[src/hdl/incremental_prefix_filter_top_defines.svh]
// assertion macros for the incremental prefix filter
`ifndef INCREMENTAL_PREFIX_FILTER_TOP_DEFINES_SVH
`define INCREMENTAL_PREFIX_FILTER_TOP_DEFINES_SVH

// same-cycle implication, clocked on i_clk, off during reset
`define IPF_ASSERT_NOW(lbl, ante, cons, msg) \
    lbl: assert property (@(posedge i_clk) disable iff (!i_rst_n) (ante) |-> (cons)) \
        else $error(msg);

// next-cycle implication
`define IPF_ASSERT_NEXT(lbl, ante, cons, msg) \
    lbl: assert property (@(posedge i_clk) disable iff (!i_rst_n) (ante) |=> (cons)) \
        else $error(msg);

`endif

[src/hdl/ipf_pkg.sv]
// shared types and constants of the incremental prefix filter
`default_nettype none
package ipf_pkg;

    localparam int ENTRIES_DEF  = 256;
    localparam int NAME_LEN_DEF = 64;

    localparam int CMD_W      = 2;
    localparam int IDX_W      = 8;
    localparam int POS_W      = 7;
    localparam int CH_W       = 8;
    localparam int STATUS_W   = 3;
    localparam int CFG_IDX_W  = 2;
    localparam int CFG_DATA_W = 9;

    localparam int ENTRY_COUNT_W = 9;
    localparam int MAX_PFX_W     = 7;
    localparam int MAX_ROWS_W    = 6;

    localparam logic [CH_W-1:0] CHAR_MIN = 8'd32;
    localparam logic [CH_W-1:0] CHAR_MAX = 8'd126;

    localparam logic [ENTRY_COUNT_W-1:0] ENTRY_COUNT_RST = 9'd0;
    localparam logic [MAX_PFX_W-1:0]     MAX_PFX_RST     = 7'd64;
    localparam logic [MAX_ROWS_W-1:0]    MAX_ROWS_RST    = 6'd20;

    typedef enum logic [CMD_W-1:0] {
        CMD_LOAD  = 2'd0,
        CMD_TYPE  = 2'd1,
        CMD_ERASE = 2'd2,
        CMD_LIST  = 2'd3
    } t_cmd;

    typedef enum logic [STATUS_W-1:0] {
        ST_OK               = 3'd0,
        ST_FULL             = 3'd1,
        ST_NOT_PRINTABLE    = 3'd2,
        ST_NOTHING_TO_ERASE = 3'd3,
        ST_NO_MATCH         = 3'd4
    } t_status;

    typedef enum logic [CFG_IDX_W-1:0] {
        REG_ENTRY_COUNT = 2'd0,
        REG_MAX_PREFIX  = 2'd1,
        REG_MAX_ROWS    = 2'd2
    } t_reg;

    typedef struct packed {
        t_cmd cmd;
        logic active;
        logic load_hit;
        logic ch_eq;
        logic ch_zero;
    } t_sweep_ctl;

endpackage
`default_nettype wire

[src/hdl/ipf_update.sv]
// per-entry update applied at the head of the ring
`default_nettype none
module ipf_update import ipf_pkg::*; #(
    parameter int LW = 7
) (
    input  wire t_sweep_ctl    i_ctl,
    input  wire logic [LW-1:0] i_name,
    input  wire logic [LW-1:0] i_match,
    input  wire logic [LW-1:0] i_x,
    output logic      [LW-1:0] o_name,
    output logic      [LW-1:0] o_match,
    output logic               o_hit
);
    always_comb begin
        o_name  = i_name;
        o_match = i_match;
        o_hit   = 1'b0;
        case (i_ctl.cmd)
            CMD_LOAD: begin
                if (i_ctl.load_hit) begin
                    if (i_ctl.ch_zero) o_name = i_x;
                    if (i_match > i_x) o_match = i_x;
                end
            end
            CMD_TYPE: begin
                if (i_ctl.active && i_match != i_name && i_match == i_x && i_ctl.ch_eq)
                    o_match = i_x + 1'b1;
            end
            CMD_ERASE: begin
                if (i_ctl.active && i_match > i_x) o_match = i_x;
            end
            CMD_LIST: begin
                o_hit = i_ctl.active && i_match == i_x;
            end
            default: ;
        endcase
    end
endmodule
`default_nettype wire
[config.mk]
export PLATFORM = sky130hd
export DESIGN_NAME = ipf_update
export DESIGN_NICKNAME = d
export VERILOG_FILES = /design/src/hdl/incremental_prefix_filter_top_defines.svh /design/src/hdl/ipf_pkg.sv /design/src/hdl/ipf_update.sv
export SDC_FILE = /design/constraint.sdc
export NUM_CORES = 1
export LEC_CHECK = 0
export ABC_CLOCK_PERIOD_IN_PS = 3100
export CORE_MARGIN = 3
export CORE_UTILIZATION = 30
export DETAILED_ROUTE_END_ITERATION = 12
export DONT_BUFFER_PORTS = 1
export SLEW_MARGIN = 25
export SYNTH_ARGS = -nofsm -noshare
export SYNTH_HDL_FRONTEND = slang
export SYNTH_SLANG_ARGS = --single-unit
export TNS_END_PERCENT = 5
[constraint.sdc]
create_clock -name vclk -period 3.1
set_clock_uncertainty 0.15 [all_clocks]
set_input_delay 0.31 -clock vclk [all_inputs]
set_output_delay 0.31 -clock vclk [all_outputs]
set_load 0.05 [all_outputs]
==> reports/results.tsv <==
stage	metric	value	unit
logic_synthesis	mux cell area share after synthesis	0.2282	
clock_network	Post-CTS Setup Repair Bufs	0	
timing	Final setup viols	0	
logic_synthesis	Adder-Cell Fraction of Synth Area	0.1074	
global_routing	vias in the first global route	873	
setup_path	Worst Path Required	2.64	ns
global_routing	first-pass GRT wire length	4195	um
logic_synthesis	syn_area_per_cell	7.967	um2
die	chip width	61.74	um
layout	layout cells sized above 1	0.2333	
routing	DRC Markers	0	
pwr	Worst IR Drop VDD	33.36	uV
timing	Peak Freq	383.5	MHz
place	placed wire-length estimate	2216	um
setup_path	Setup CP Type	in2out	
setup_path	Slowest Stage Delay on Critical Path	0.54	ns
layout	n_diodes	0	
layout	Reg area	0	um2
min_path	worst hold path endpoint	o_match[3]	
timing	final setup TNS	0	ns
layout	fin nets	157	
layout	filler cell count	297	
die	core area	0.002853	mm2
layout	P&R area growth vs syn	8.859	%
setup_path	crit path cell chain	inv_1 -> ha_1 -> nand4_1 -> a21o_4 -> a2111o_1 -> o311a_1 -> o32a_1	
outcome	status	complete, no violations	
setup_path	Arr. time, crit path	2.15	ns
logic_synthesis	cell taking the most area after synthesis	mux2_2	
logic_synthesis	Simple-Gate Fraction of Synth Area	0.2282	
routing	WL/cell	17.25	um
layout	flip-flop and latch count	0	
setup_path	crit-path max FO	8	
routing	Detailed Route Iter0 Violations	42	
timing	Worst Hold Slack	0.7038	ns
routing	Routed WL	2604	um
logic_synthesis	sequential share of the synthesized area	0	
layout	area of the multi-input gates	885.9	um2
routing	post-detailed-route count of antenna-violating nets	0	
die	Top Ports	42	
routing	vias post-DR	953	
job	max-cap check violation count	0	
layout	clkbuf count	0	
logic_synthesis	Compound-Gate Fraction of Synth Area	0.3034	
setup_path	Slowest cell on crit path	o32a_1	
global_routing	initial antenna violation count	0	
die	Initial Util	0.3268	
die	Die ar.	0.003812	mm2
die	floorplan die height	61.74	um
timing	Worst-Margin Slew	0.5205	ns
min_path	Hold Crit Depth	2	
timing	Final min period	2.607	ns
timing	Relative slew margins	0.6525	
place	IO buf count	0	
timing	unrepaired setup endpoints after global routing	no	
setup_path	Setup crit end kind	output port	
logic_synthesis	Synth Cell Area	932.1	um2
logic_synthesis	top post-synthesis cells by area	mux2_2, ha_1, mux2i_1	
timing	fin crit share	0.8411	
layout	most frequent cells in the layout	nand2_1, mux2_2, mux2i_1	
global_routing	largest net degree at the start of global routing	21	
global_routing	GR Util All Layers	0.1383	
setup_path	CP top delay family	compound AO/OA/AOI/OAI gates	
pwr	Cell Pwr Density	171.5	mW/mm2
clock_network	hold-fix buffers at CTS	0	
timing	Hold Vio Cnt, Final	0	
global_routing	Overflow after GRT	0	
routing	drt pass-1 iters	6	
pwr	leakage	0.3991	nW
clock_network	post-cts sizing count	0	
routing	Via density	6.311	
timing	Pins Over Slew Limit	0	
logic_synthesis	largest family of logic cells by synthesized area	compound AO/OA/AOI/OAI gates	
die	# rows	19	
logic_synthesis	Cells after Synth	117	
setup_path	Worst Path Buf+Inv	1	
logic_synthesis	syn_nets	152	
logic_synthesis	area fraction of the dominant cell type after synthesis	0.1208	
logic_synthesis	Yosys cell types	42	
min_path	Hold Path Class	in2out	
min_path	HP Start	i_ctl[4]	
logic_synthesis	xor and xnor fraction of the mapped netlist area	0.07517	
place	GP Congestion	0.8491	
setup_path	startpoint types	input port	
logic_synthesis	Yosys warnings	0	
power breakdown:
part	total, mW	switching (mW)	internal, mW
clock	0	0	0
sequential	0	0	0
combinational	0.174	0.114	0.0600
total	0.174	0.114	0.0600
metal layers:
layer  routed length [um]  track usage  part of all wire
met1                 1060       0.1874              0.41
met2                 1414       0.2541              0.54
met3                  129     0.006198             0.050
met4                    0     0.006061                 0
met5                    0            0                 0
cell usage after synthesis (2+ instances only):
cell and count:
o21ai_0 3, nand4_1 2, a21oi_1 8, nand3_1 4, nor3_1 2, mux2i_1 10
a211oi_2 2, clkbuf_1 2, nand2b_1 2, and4_1 2, xor2_1 8, a211oi_1 3
and3_1 4, nand2_1 10, mux2_2 10, inv_1 8, o32a_1 2, ha_1 8
a2111o_1 2, nor2_1 3
cell families after synthesis:
kind of cell	count (synthesis)
compound gates	34
xor+xnor	8
simple gates	34
mux	20
fa+ha+maj	8
buf+inv	13
worst max path at each step:
stage               cells after the start    from         end  slack (ns)
CTS                                     7  i_x[4]  o_match[2]        0.49
finish                                  7  i_x[4]  o_match[2]        0.49
global placement                        7  i_x[4]  o_match[2]        0.50
floorplan                               8  i_x[2]  o_match[0]        0.15
detailed placement                      7  i_x[4]  o_match[2]        0.49
global route                            8  i_x[4]  o_match[5]        0.30
metrics by stage:
stage	power [mW]	area, um2	instances	worst slack [ns]	util
floorplan	0.1527	939.7	117	0.1517	-
global placement	0.1729	1015	151	0.5033	0.3557
detailed placement	0.1744	1015	151	0.4902	0.3557
CTS	0.1750	1015	151	0.4899	0.3557
global route	0.1880	1015	151	0.2999	0.3557
finish	0.1740	1015	151	0.4927	0.3557
layout make-up:
type | instances | area share
well taps | 31 | 0.03822
inverters | 8 | 0.02959
repair buffers | 8 | 0.05919
multi-input cells | 104 | 0.8730
Power figures use the tool's default switching activity.
