**src/hdl/incremental_prefix_filter_top_defines.svh**
```systemverilog
// assertion macros for the incremental prefix filter
`ifndef INCREMENTAL_PREFIX_FILTER_TOP_DEFINES_SVH
`define INCREMENTAL_PREFIX_FILTER_TOP_DEFINES_SVH

// same-cycle implication, clocked on i_clk, off during reset
`define IPF_ASSERT_NOW(lbl, ante, cons, msg) \
    lbl: assert property (@(posedge i_clk) disable iff (!i_rst_n) (ante) |-> (cons)) \
        else $error(msg);

// next-cycle implication
`define IPF_ASSERT_NEXT(lbl, ante, cons, msg) \
    lbl: assert property (@(posedge i_clk) disable iff (!i_rst_n) (ante) |=> (cons)) \
        else $error(msg);

`endif

```
**src/hdl/ipf_pkg.sv**
```systemverilog
// shared types and constants of the incremental prefix filter
`default_nettype none
package ipf_pkg;

    localparam int ENTRIES_DEF  = 256;
    localparam int NAME_LEN_DEF = 64;

    localparam int CMD_W      = 2;
    localparam int IDX_W      = 8;
    localparam int POS_W      = 7;
    localparam int CH_W       = 8;
    localparam int STATUS_W   = 3;
    localparam int CFG_IDX_W  = 2;
    localparam int CFG_DATA_W = 9;

    localparam int ENTRY_COUNT_W = 9;
    localparam int MAX_PFX_W     = 7;
    localparam int MAX_ROWS_W    = 6;

    localparam logic [CH_W-1:0] CHAR_MIN = 8'd32;
    localparam logic [CH_W-1:0] CHAR_MAX = 8'd126;

    localparam logic [ENTRY_COUNT_W-1:0] ENTRY_COUNT_RST = 9'd0;
    localparam logic [MAX_PFX_W-1:0]     MAX_PFX_RST     = 7'd64;
    localparam logic [MAX_ROWS_W-1:0]    MAX_ROWS_RST    = 6'd20;

    typedef enum logic [CMD_W-1:0] {
        CMD_LOAD  = 2'd0,
        CMD_TYPE  = 2'd1,
        CMD_ERASE = 2'd2,
        CMD_LIST  = 2'd3
    } t_cmd;

    typedef enum logic [STATUS_W-1:0] {
        ST_OK               = 3'd0,
        ST_FULL             = 3'd1,
        ST_NOT_PRINTABLE    = 3'd2,
        ST_NOTHING_TO_ERASE = 3'd3,
        ST_NO_MATCH         = 3'd4
    } t_status;

    typedef enum logic [CFG_IDX_W-1:0] {
        REG_ENTRY_COUNT = 2'd0,
        REG_MAX_PREFIX  = 2'd1,
        REG_MAX_ROWS    = 2'd2
    } t_reg;

    typedef struct packed {
        t_cmd cmd;
        logic active;
        logic load_hit;
        logic ch_eq;
        logic ch_zero;
    } t_sweep_ctl;

endpackage
`default_nettype wire

```
**src/hdl/ipf_cell.sv**
```systemverilog
// one ring cell: name length and match length of one entry
`default_nettype none
module ipf_cell import ipf_pkg::*; #(
    parameter int LW = 7
) (
    input  wire logic          i_clk,
    input  wire logic          i_rst_n,
    input  wire logic          i_shift,
    input  wire logic [LW-1:0] i_name,
    input  wire logic [LW-1:0] i_match,
    output logic      [LW-1:0] o_name,
    output logic      [LW-1:0] o_match
);
    logic [LW-1:0] r_name;
    logic [LW-1:0] r_match;

    always_ff @(posedge i_clk) begin
        if (!i_rst_n) begin
            r_name  <= '0;
            r_match <= '0;
        end else if (i_shift) begin
            r_name  <= i_name;
            r_match <= i_match;
        end
    end

    assign o_name  = r_name;
    assign o_match = r_match;
endmodule
`default_nettype wire

```
**config.mk**
```make
export PLATFORM = sky130hd
export DESIGN_NAME = ipf_cell
export DESIGN_NICKNAME = d
export VERILOG_FILES = /design/src/hdl/incremental_prefix_filter_top_defines.svh /design/src/hdl/ipf_pkg.sv /design/src/hdl/ipf_cell.sv
export SDC_FILE = /design/constraint.sdc
export NUM_CORES = 1
export LEC_CHECK = 0
export ABC_AREA = 0
export BUFFER_PORTS_ARGS = -buffer_cell sky130_fd_sc_hd__buf_2
export CAP_MARGIN = 30
export CORE_AREA = 2 2 39 41
export CTS_BUF_LIST = sky130_fd_sc_hd__clkbuf_4 sky130_fd_sc_hd__clkbuf_8
export DETAILED_ROUTE_END_ITERATION = 8
export DIE_AREA = 0 0 41 43
export GPL_TIMING_DRIVEN = 0
export PLACE_DENSITY = 0.75
export SLEW_MARGIN = 20
export SYNTH_ARGS = -nofsm -noshare
export SYNTH_HDL_FRONTEND = slang
export SYNTH_SLANG_ARGS = --single-unit
```
**constraint.sdc**
```tcl
create_clock -name i_clk -period 2.1 [get_ports i_clk]
set_clock_uncertainty 0.1 [all_clocks]
set_input_delay 0.105 -clock i_clk [delete_from_list [all_inputs] [get_ports i_clk]]
set_output_delay 0.105 -clock i_clk [all_outputs]
set_load 0.005 [all_outputs]
```
==> summary.md, run 1 <==
| Metric | Value |
|---|---|
| Tightest Pin Transition | `0.3264 ns` |
| Startpoint Class | `input pin` |
| DRC Markers | `0` |
| FF-to-FF Start | `o_match[5]` |
| Largest net degree at the start of global routing | `11` |
| Die Width | `41 µm` |
| GRT Overall Usage | `0.1191` |
| FF-to-FF path depth | `2` |
| Final Wtd Congestion | `0.5083` |
| Total core area | `1384 µm²` |
| CP endpoint | `o_match[3]` |
| Fin. max-slew vios | `0` |
| RSZ-0062 raised after global routing | `no` |
| DRT antenna net count | `0` |
| # resized after CTS | `0` |
| Cell taking the most area after synthesis | `dfxtp_1` |
| Sum Neg Setup Slack | `0 ns` |
| Cells after Synth | `45` |
| Initial detailed-routing violation count | `2` |
| FILL cells | `138` |
| Final net count | `98` |
| Total Wirelength | `951 µm` |
| Wire length per cell | `10.01 µm` |
| Crit-path max FO | `10` |
| Num rows | `14` |
| Crit path kind | `in -> reg` |
| CTS root buf | `clkbuf_4` |
| Clk Latency, worst-skew pair | `0.26 ns` |
| Dpl cell area | `708.2 µm²` |
| Most frequent cells in the layout | `29 x buf_2, 14 x mux2i_1, 14 x nor2b_1, 14 x dfxtp_1, 3 x clkbuf_4` |
| Total gr overflow | `0` |
| Yosys warning total | `0` |
| FF-to-FF setup slack | `1.38 ns` |
| Final Critical Period | `1.116 ns` |
| Antenna fix cells | `0` |
| Fmax | `0.8957 GHz` |
| Arr. time, crit path | `1.22 ns` |
| Longest Clk Path Bufs | `2` |
| Power Density | `671.2 nW/µm²` |
| Syn Nets | `62` |
| Pwr Total | `503.8 µW` |
| Register area share after synthesis | `0.5161` |
| Vias per std cell | `4.284` |
| Max-cap violation count | `0` |
| Via total after detailed routing | `407` |
| Status | `finished, final reports clean` |
| Hold Crit Class | `in -> reg` |
| Boundary pin count | `31` |
| Final Hold Fails | `0` |
| Synth Register Bits | `14` |
| Static leakage | `0.3910 nW` |
| Synthesized area per cell | `12.07 µm²` |
| Die area | `1763 µm²` |
| Worst setup path startpoint | `i_rst_n` |
| TritonCTS Sinks | `14` |
| Initial core utilization | `0.3924` |
| Final period utilization | `0.5317` |
| Leading post-synthesis cells by cell area | `dfxtp_1 52%, mux2i_1 26%, nor2b_1 16%` |
| Die Height | `43 µm` |
| Initial antenna violation count | `0` |
| Critical Path RT | `2.20 ns` |
| Vias in the first global route | `366` |
| Pre-Repair DR Iteration Count | `2` |
| Hold_buf cts | `2` |
| Most common cell after layout, fill and taps aside | `buf_2` |
| FF-to-FF End | `o_match[5]` |
| Yosys cell types | `6` |
| CTS H-tree depth | `1` |
| First-pass GRT wire length | `1428 µm` |
| Worst slew margin | `0.7824` |
| Worst Setup End Kind | `flip-flop` |
| Layout Utilization | `0.5425` |
| Final setup fails | `0` |
| Maximum vdd drop | `0.0003057 V` |
| Share of cells above drive strength 1 | `0.4304` |
| PortBufs | `29` |
| CTS buffer count | `3` |
| TritonCTS clock tree | `built` |
| Minimum hold slack | `0.003663 ns` |
| DP HPWL | `719.6 µm` |
| Post-synth top area share | `0.5161` |
| Area Growth Syn to Fin | `38.25%` |
| Clock-pin slew on the worst setup and hold paths | `0.08 ns` |
| Design Area, Final | `750.7 µm²` |
| Synthesized area | `543.0 µm²` |
| Post-CTS Setup Inserts | `0` |
critical path: stages:
cell and delay, ns:
dlygate4sd3_1 0.53, buf_2 0.13, clkbuf_1 0.28, nor2b_1 0.17
cell type report:
cell class / count / area [µm²] / area share
sequential: 14 / 280.3 / 0.3733
buffer: 3 / 35.03 / 0.04667
multi-input combinational: 28 / 227.7 / 0.3033
tap: 16 / 20.02 / 0.02667
clock buffer: 3 / 22.52 / 0.03000
timing repair buffer: 31 / 165.2 / 0.2200
synthesized netlist by cell type:
cell type and instances:
clkbuf_1 1, buf_6 1, dfxtp_1 14, mux2i_1 14, buf_12 1, nor2b_1 14
state kept, by name (all words and copies together) (netlist names):
register and count:
o_match 7, o_name 7
worst min-delay path by stage:
stage	cells past startpoint	startpoint	to	slack (ns)
final	3	i_name[1]	o_name[1]	0.004
after global routing	3	i_name[6]	o_name[6]	0.02
after CTS	3	i_match[1]	o_match[1]	0.0003
after detailed placement	2	i_rst_n	o_name[6]	0.27
after global placement	2	i_rst_n	o_name[6]	0.26
after floorplan	1	i_rst_n	o_match[0]	0.13
routing by layer:
metal	vias to the layer above	global-route usage	routed length [µm]
li1	217	-	-
met1	177	0.1373	425
met2	13	0.1906	475
met3	0	0.03141	50
met4	0	0.06000	0
met5	-	0	0
power breakdown:
group / internal, mW / switching, mW
clock: 0.0661 / 0.0729
sequential: 0.281 / 0.00662
combinational: 0.0475 / 0.0296
total: 0.395 / 0.109
stage by stage:
step           instances  worst slack [ns]
3_5_place_dp          90             1.238
3_3_place_gp          90             1.258
6_report              95            0.9835
5_1_grt               95            0.8811
2_1_floorplan         45             1.326
4_1_cts               95            0.9802
cell families (layout without fill, tap and decap cells):
| group | after synthesis | in the layout | synth area share |
|---|---|---|---|
| muxes | 14 | 14 | 0.2581 |
| DFF | 14 | 14 | 0.5161 |
| and+or+nand+nor | 14 | 14 | 0.1613 |
| buffers and inverters | 3 | 37 | 0.06451 |
Note: power is estimated with default switching activity, not from simulation.
==> run 2: changes to the inputs <==
--- a/config.mk
+++ b/config.mk
@@ -8,12 +8,12 @@
 export ABC_AREA = 0
 export BUFFER_PORTS_ARGS = -buffer_cell sky130_fd_sc_hd__buf_2
 export CAP_MARGIN = 30
-export CORE_AREA = 2 2 39 41
+export CORE_AREA = 2 2 41 43
 export CTS_BUF_LIST = sky130_fd_sc_hd__clkbuf_4 sky130_fd_sc_hd__clkbuf_8
 export DETAILED_ROUTE_END_ITERATION = 8
-export DIE_AREA = 0 0 41 43
+export DIE_AREA = 0 0 43 45
 export GPL_TIMING_DRIVEN = 0
-export PLACE_DENSITY = 0.75
+export PLACE_DENSITY = 0.71
 export SLEW_MARGIN = 20
 export SYNTH_ARGS = -nofsm -noshare
 export SYNTH_HDL_FRONTEND = slang
==> constraint.sdc (replaced) <==
create_clock -name i_clk -period 0.9 [get_ports i_clk]
set_clock_uncertainty 0.1 [all_clocks]
set_input_delay 0.045 -clock i_clk [delete_from_list [all_inputs] [get_ports i_clk]]
set_output_delay 0.045 -clock i_clk [all_outputs]
set_load 0.005 [all_outputs]
==> run 2 against run 1 <==
The flow now finishes with violations (negative hold slack). Core utilization rose by 6.3 points. Sequential share of layout area down 4.7 points. Critical endpoint is now o_match[0]. Largest power group unchanged. Global-route usage is 2.4 points higher.
==> summary.md, run 2 (same netlist as run 1, synthesis figures left out) <==
| Metric | Value |
|---|---|
| Status | `complete, but fails checks (was finished, final reports clean)` |
| Violated checks | `negative hold slack` |
| GRT Overall Usage | `0.1429 (was 0.1191)` |
| Crit-path max FO | `1 (was 10)` |
| PortBufs | `29 (unchanged)` |
| Dpl cell area | `708.2 µm² (unchanged)` |
| Arr. time, crit path | `0.93 ns (was 1.22 ns)` |
| Final period utilization | `0.9729` |
| DRT antenna net count | `0 (unchanged)` |
| Pre-Repair DR Iteration Count | `1 (was 2)` |
| Crit path kind | `in -> reg (unchanged)` |
| Area Growth Syn to Fin | `64.06% (was 38.25%)` |
| Vias in the first global route | `451 (was 366)` |
| Via total after detailed routing | `468 (was 407)` |
| Cell Chain, Critical Path | `dlygate4sd3_1, buf_2, mux2i_1, nor2b_1 (was dlygate4sd3_1, buf_2, clkbuf_1, nor2b_1)` |
| Critical Path RT | `0.96 ns (was 2.20 ns)` |
| CTS H-tree depth | `1 (unchanged)` |
| CTS root buf | `clkbuf_4 (unchanged)` |
| Clk Latency, worst-skew pair | `0.27 ns (was 0.26 ns)` |
| Final Wtd Congestion | `0.6269 (was 0.5083)` |
| Hold Crit Class | `in -> reg (unchanged)` |
| Longest Clk Path Bufs | `2 (unchanged)` |
| TritonCTS clock tree | `built (unchanged)` |
| Clock-pin slew on the worst setup and hold paths | `0.07 ns (was 0.08 ns)` |
| Maximum vdd drop | `0.001001 V (was 0.0003057 V)` |
| Worst Setup End Kind | `flip-flop (unchanged)` |
| Sw power | `273.7 µW (was 109.1 µW)` |
| Switching Fraction | `0.2214 (was 0.2165)` |
| Wire length per cell | `11.48 µm (was 10.01 µm)` |
| Final setup fails | `0 (unchanged)` |
| FF-to-FF path depth | `2 (unchanged)` |
| Worst slew margin | `0.7652 (was 0.7824)` |
| Boundary pin count | `31 (unchanged)` |
| Total gr overflow | `0 (unchanged)` |
| Num rows | `14 (unchanged)` |
| Final Critical Period | `0.8756 ns` |
| Design Area, Final | `890.9 µm² (was 750.7 µm²)` |
| Worst setup path startpoint | `i_match[0] (was i_rst_n)` |
| Most frequent cells in the layout | `29 x buf_2, 15 x dlygate4sd3_1, 14 x mux2i_1, 14 x nor2b_1, 8 x dfxtp_2 (was 29 x buf_2, 14 x mux2i_1, 14 x nor2b_1, 14 x dfxtp_1, 3 x clkbuf_4)` |
| Hold_sp | `i_shift (was i_name[1])` |
| Initial antenna violation count | `0 (unchanged)` |
| Final Hold Fails | `2 (was 0)` |
| Most common cell after layout, fill and taps aside | `buf_2 (unchanged)` |
| Power Density | `1388 nW/µm² (was 671.2 nW/µm²)` |
| Antenna fix cells | `0 (unchanged)` |
| RSZ-0062 raised after global routing | `no (unchanged)` |
| FILL cells | `131 (was 138)` |
| Hold_buf cts | `15 (was 2)` |
| Largest net degree at the start of global routing | `11 (unchanged)` |
| Max incr delay on CP | `0.53 ns (about the same)` |
| Final net count | `111 (was 98)` |
| Die area | `1935 µm² (was 1763 µm²)` |
| Internal | `962.5 µW (was 394.8 µW)` |
| TritonCTS Sinks | `14 (unchanged)` |
| Fmax | `1.142 GHz` |
| Slowest stage cell, crit path | `dlygate4sd3_1 (unchanged)` |
| Share of cells above drive strength 1 | `0.4565 (was 0.4304)` |
| Initial core utilization | `0.3690 (was 0.3924)` |
| FF/Latch Area | `290.3 µm² (was 280.3 µm²)` |
| DRC Markers | `0 (unchanged)` |
| FF-to-FF Start | `o_match[0] (was o_match[5])` |
| Tightest Pin Transition | `0.3522 ns (was 0.3264 ns)` |
| Comb power frac | `0.182 (was 0.153)` |
| Initial detailed-routing violation count | `0 (was 2)` |
| Die Height | `45 µm (was 43 µm)` |
| Static leakage | `0.4480 nW (was 0.3910 nW)` |
| First-pass GRT wire length | `1932 µm (was 1428 µm)` |
| Fin. max-slew vios | `0 (unchanged)` |
| Total Wirelength | `1240 µm (was 951 µm)` |
| Clock network fraction of total power | `0.270 (was 0.276)` |
| Max-cap violation count | `0 (unchanged)` |
| Area of the multi-input gates | `227.7 µm² (unchanged)` |
| Die Width | `43 µm (was 41 µm)` |
| Total core area | `1471 µm² (was 1384 µm²)` |
| Hold Crit Depth | `3 (unchanged)` |
| DP HPWL | `804.1 µm (was 719.6 µm)` |
| FF-to-FF setup slack | `0.14 ns (was 1.38 ns)` |
| Startpoint Class | `input pin (unchanged)` |
| Vias per std cell | `4.333 (was 4.284)` |
| Sum Neg Setup Slack | `0 ns (unchanged)` |
| Minimum hold slack | `-0.01136 ns (was 0.003663 ns)` |
| Seq pwr share | `0.548 (was 0.571)` |
| CTS buffer count | `3 (unchanged)` |
## run 2: changes by cell type in the layout (fill, tap and decap cells not counted), sizes merged
cell,before,now
dlygate4sd3,2,15
## run 2: worst paths after layout
check	end
max	o_match[0]
min	o_match[6]
max reg2reg	o_match[0]
min reg2reg	o_match[5]
## run 2: final cells by class
cell class,instances,area share
timing repair buffer,44,0.3315
sequential,14,0.3258
multi-input combinational,28,0.2556
buffer,3,0.03933
clock buffer,3,0.02528
tap,16,0.02247
## run 2: metrics by stage
stage                     setup WS [ns]  std cells  hold slack (ns)  utilization  total power [mW]
after floorplan                  0.1859         45          0.07317            -            0.7827
after global placement           0.1103         90           0.2001       0.4813            0.8573
after detailed placement        0.06048         90           0.2089       0.4813            0.8638
after CTS                      0.006874        108         -0.02160       0.5986             1.258
after global routing          0.0008490        108         -0.02113       0.6054             1.319
final                           0.02439        108         -0.01136       0.6054             1.236
## run 2: power groups by stage
stage / logic (mW) / clock network [mW] / registers, mW
floorplan: 0.0912 / 0 / 0.691
global route: 0.246 / 0.392 / 0.682
global placement: 0.172 / 0 / 0.685
CTS: 0.227 / 0.359 / 0.673
finish: 0.226 / 0.334 / 0.677
detailed placement: 0.177 / 0 / 0.687
## run 2: metal layers
metal | part of all wire | vias up | track usage | wire length [µm]
met2 | 0.57 | 12 | 0.2515 | 710
met1 | 0.38 | 212 | 0.1538 | 472
met5 | 0 | - | 0 | 0
met4 | 0.015 | 0 | 0.1091 | 19
met3 | 0.031 | 2 | 0.02400 | 38
li1 | - | 242 | - | -
## run 2: timing repair
item,4_1_cts,5_1_grt
setup buffers,0,0
gates resized for setup,0,8
hold endpoints to repair,14,3
endpoints found under the setup margin,0,8
## run 2: worst max-delay path, delay by kind of cell
| kind | cells | cell delay, ns |
|---|---|---|
| and+or+nand+nor | 1 | 0.07 |
| buffers and inverters | 2 | 0.65 |
| muxes | 1 | 0.17 |
